File: config.mk
export PLATFORM = sky130hd
export DESIGN_NAME = dcc_ram
export DESIGN_NICKNAME = d
export VERILOG_FILES = /design/src/hw/rtl/dcc_ram.sv
export SDC_FILE = /design/constraint.sdc
export NUM_CORES = 2
export LEC_CHECK = 0
export BUFFER_PORTS_ARGS = -buffer_cell sky130_fd_sc_hd__clkbuf_2
export CAP_MARGIN = 25
export CORE_MARGIN = 10
export CORE_UTILIZATION = 33
export CTS_BUF_LIST = sky130_fd_sc_hd__clkbuf_16
export CTS_CLUSTER_SIZE = 8
export DETAILED_ROUTE_END_ITERATION = 7
export SLEW_MARGIN = 20
export SYNTH_ARGS = -nofsm -noshare
export SYNTH_HDL_FRONTEND = slang
export SYNTH_SLANG_ARGS = --single-unit
File: constraint.sdc
create_clock -name clk -period 3.75 [get_ports clk]
set_input_delay 0.1875 -clock clk [delete_from_list [all_inputs] [get_ports clk]]
set_output_delay 0.1875 -clock clk [all_outputs]
set_load 0.02 [all_outputs]
File: src/hw/rtl/dcc_ram.sv
// Generic single-port-write, single-port-read RAM with registered read data.
module dcc_ram #(
    parameter int WIDTH = 8,
    parameter int DEPTH = 256
) (
    input  logic                     clk,
    input  logic                     wr_en,
    input  logic [$clog2(DEPTH)-1:0] wr_addr,
    input  logic [WIDTH-1:0]         wr_data,
    input  logic [$clog2(DEPTH)-1:0] rd_addr,
    output logic [WIDTH-1:0]         rd_data
);

    logic [WIDTH-1:0] mem [DEPTH];

    always_ff @(posedge clk)
    begin
        if (wr_en)
        begin
            mem[wr_addr] <= wr_data;
        end
        rd_data <= mem[rd_addr];
    end

endmodule

==> results.ini <==
[grt]
grt-ovfl-total = 0
grt_pass1_vias = 40500
grt_antenna_before_repair = 19
grt_first_pass_wirelength_um = 296000
grt_start_max_net_pins = 157
grt_use_total_pct = 15.2

[synth]
synth_nets = 3759
synthTopCellsByCount = edfxtp_1 (2048), mux4_2 (454), nor2_1 (282), mux2i_1 (134), a22oi_1 (133)
yosys_warnings = 0
yosysMostFrequentCell = edfxtp_1
ys_types = 55
ys_seq_area_share_pct = 77.5
yosysTopAreaCellShare_pct = 77.3
netlist_instances = 3733
synth-seq-cells = 2056
syn_area_mm2 = 0.0796
syn_avg_cell_area_um2 = 21.3
async_flop_share_pct = 0
synth_top_area_cell = edfxtp_1
synth_area_leaders = edfxtp_1 (77%), mux4_2 (13%), mux2i_1 (1.7%)
synth_flop_cell = edfxtp_1
synth_edf_count = 2048

[timing]
fin_crit_sh_pct = 89.0
setup_ws_ns = 0.411
slew_violations = 0
relSlewSlack_pct = 22.7
fin_crit_ns = 3.34
max_freq_mhz = 299
setup_viol = 0
rsz0062_at_grt = no
max_slew.worst_pin.slew_ns = 1.16
hold_viol_final = 0
finalClockSkew_ns = 0.0622

[placed_design]
dp_hpwl_um = 125000
port_buffers = 33
gp_congestion = 0.808
dpl.cell_count = 6962
dpl_cell_area_mm2 = 0.0846
post-place-ws_ns = -0.0950

[clocking]
clock_latency_ns = 0.90
ctsResizeCount = 0
cts_buffers = 307
h-tree-depth = 5
clockBufferDepth = 4
post_cts_buffers = 0
root_buffer = clkbuf_16
clock_sinks = 2056
clk_pin_slew_ns = 0.05
cts_tree = done

[floorplanning]
ioPinCount = 34
die-area_mm2 = 0.261
die_w_um = 511
initial_utilization_pct = 33.1
dieHeight_um = 511
coreArea_mm2 = 0.240
row_count = 180

[worst_setup_path]
arrival_ns = 4.04
critical_path.startpoint = mem[80][5]
critPathKind = flop to flop
r2r_start = mem[80][5]
r2r_end = rd_data[5]
endpoint_kind = flop
r2r_cells = 6
reg2reg_setup_slack_ns = 0.41
cp_max_fo = 1
critPathLaunchType = flop
worstPathRequired_ns = 4.45
worstSetupEndpoint = rd_data[5]

[finish]
final_cells = 7340
fin_area_mm2 = 0.0928
finalNetCount = 4125
fin_util_pct = 38.6
drive_above_1_share_pct = 25.9
area_growth_pct = 16.7

[route]
routed_wl_um = 205000
drc_errors = 0
drtPass1Iterations = 6
wl_per_cell_um = 27.9
detailedRoute.firstIterationViolations = 4722
viasPerCell = 5.39
ant_nets = 0
num_vias = 39600

[worst_hold_path]
worstHoldPathType = primary input to flop
min_from = wr_addr[2]

[run_status]
status = complete, no violations

[power_and_ir_drop]
p_leak_nw = 29.0
peakVddDrop_mv = 0.312
powerDensity_mw_per_mm2 = 555

[job]
maxCapViolations = 0

-- final cells by class --
type / count / area, um^2
antenna: 5 / 12.5
clock buffer: 314 / 7860
clock inverter: 46 / 228
fill: 21200 / 147000
inverter: 2 / 7.51
multi-input combinational: 1442 / 16500
sequential: 2056 / 61700
tap: 3185 / 3990
timing repair buffer: 290 / 2610
-- where the power goes --
group / internal (W) / switching (W)
Combinational: 0.000836 / 0.00154
Sequential: 0.0254 / 0.0000545
Clock: 0.0147 / 0.00902
-- metal layers --
metal | global-route usage [%] | routed length, um | up-vias | share of wire [%]
met5 | 0 | 25 | - | 0.012
met4 | 4.98 | 6410 | 4 | 3.1
met3 | 3.02 | 15500 | 411 | 7.6
met2 | 24.5 | 98800 | 1710 | 48
met1 | 20.8 | 84000 | 21100 | 41
li1 | - | - | 16400 | -
-- how the worst min path moves through the flow --
stage / end / slack (ns) / depth (start not counted)
6_report: mem[173][5] / 0.09 / 4
3_3_place_gp: mem[182][7] / 0.63 / 1
4_1_cts: mem[173][5] / 0.04 / 4
2_1_floorplan: mem[0][0] / 0.29 / 0
5_1_grt: mem[173][5] / 0.09 / 4
3_5_place_dp: mem[184][7] / 0.63 / 1
-- critical path, cell delays in order, from the launching register on --
cell	delay [ns]
edfxtp_1	0.35
mux4_2	0.48
a22o_1	0.28
a221oi_1	0.77
o32ai_1	0.24
nor3_1	0.86
nor4_1	0.15
-- state kept, by name (all words and copies together) (netlist names) --
name and count:
rd_data 8, mem 2048
-- stage by stage --
step / power, W / hold slack (ns) / setup TNS, ns
5_1_grt: 0.0530 / 0.0860 / 0
3_5_place_dp: 0.0283 / 0.628 / -0.0950
4_1_cts: 0.0519 / 0.0374 / 0
2_1_floorplan: 0.0271 / 0.286 / 0
6_report: 0.0515 / 0.0869 / 0
3_3_place_gp: 0.0282 / 0.629 / -0.103
-- logic make-up (layout without fill, tap and decap cells) --
logic type / after synthesis / count (layout) / synth area share (%)
flops: 2056 / 2056 / 77.5
buf+inv: 235 / 652 / 1.83
compound gates: 385 / 385 / 3.42
other cells: 0 / 5 / 0
simple gates: 466 / 466 / 2.63
mux: 591 / 591 / 14.6
-- cell usage in the layout (no fill, tap or decap), types with 6 or more instances in the layout --
cell,synthesis,routed
and2_1,6,6
clkbuf_16,0,314
inv_1,1,41
o22ai_1,28,28
a22oi_1,133,133
a221oi_1,13,13
buf_12,8,30
nor2b_1,31,28
o21ai_0,10,10
nor4_1,24,24
nand2b_1,8,8
dfxtp_1,8,8
nor2_1,282,279
dlygate4sd3_1,0,12
o221ai_1,46,46
o211ai_1,10,10
mux4_2,454,454
nand4_1,10,10
mux2i_1,134,134
buf_8,13,10
a21oi_1,96,96
nand2_1,33,33
buf_4,27,215
edfxtp_1,2048,2048
a211oi_1,16,16
a22o_1,8,8
nor3_1,22,21
clkbuf_2,0,21
nand3_1,34,33
-- what timing repair did --
action	CTS	global route
endpoints found under the setup margin	0	0
hold buffers	12	0
hold endpoints to repair	592	0
(Power assumes the default switching activity.)
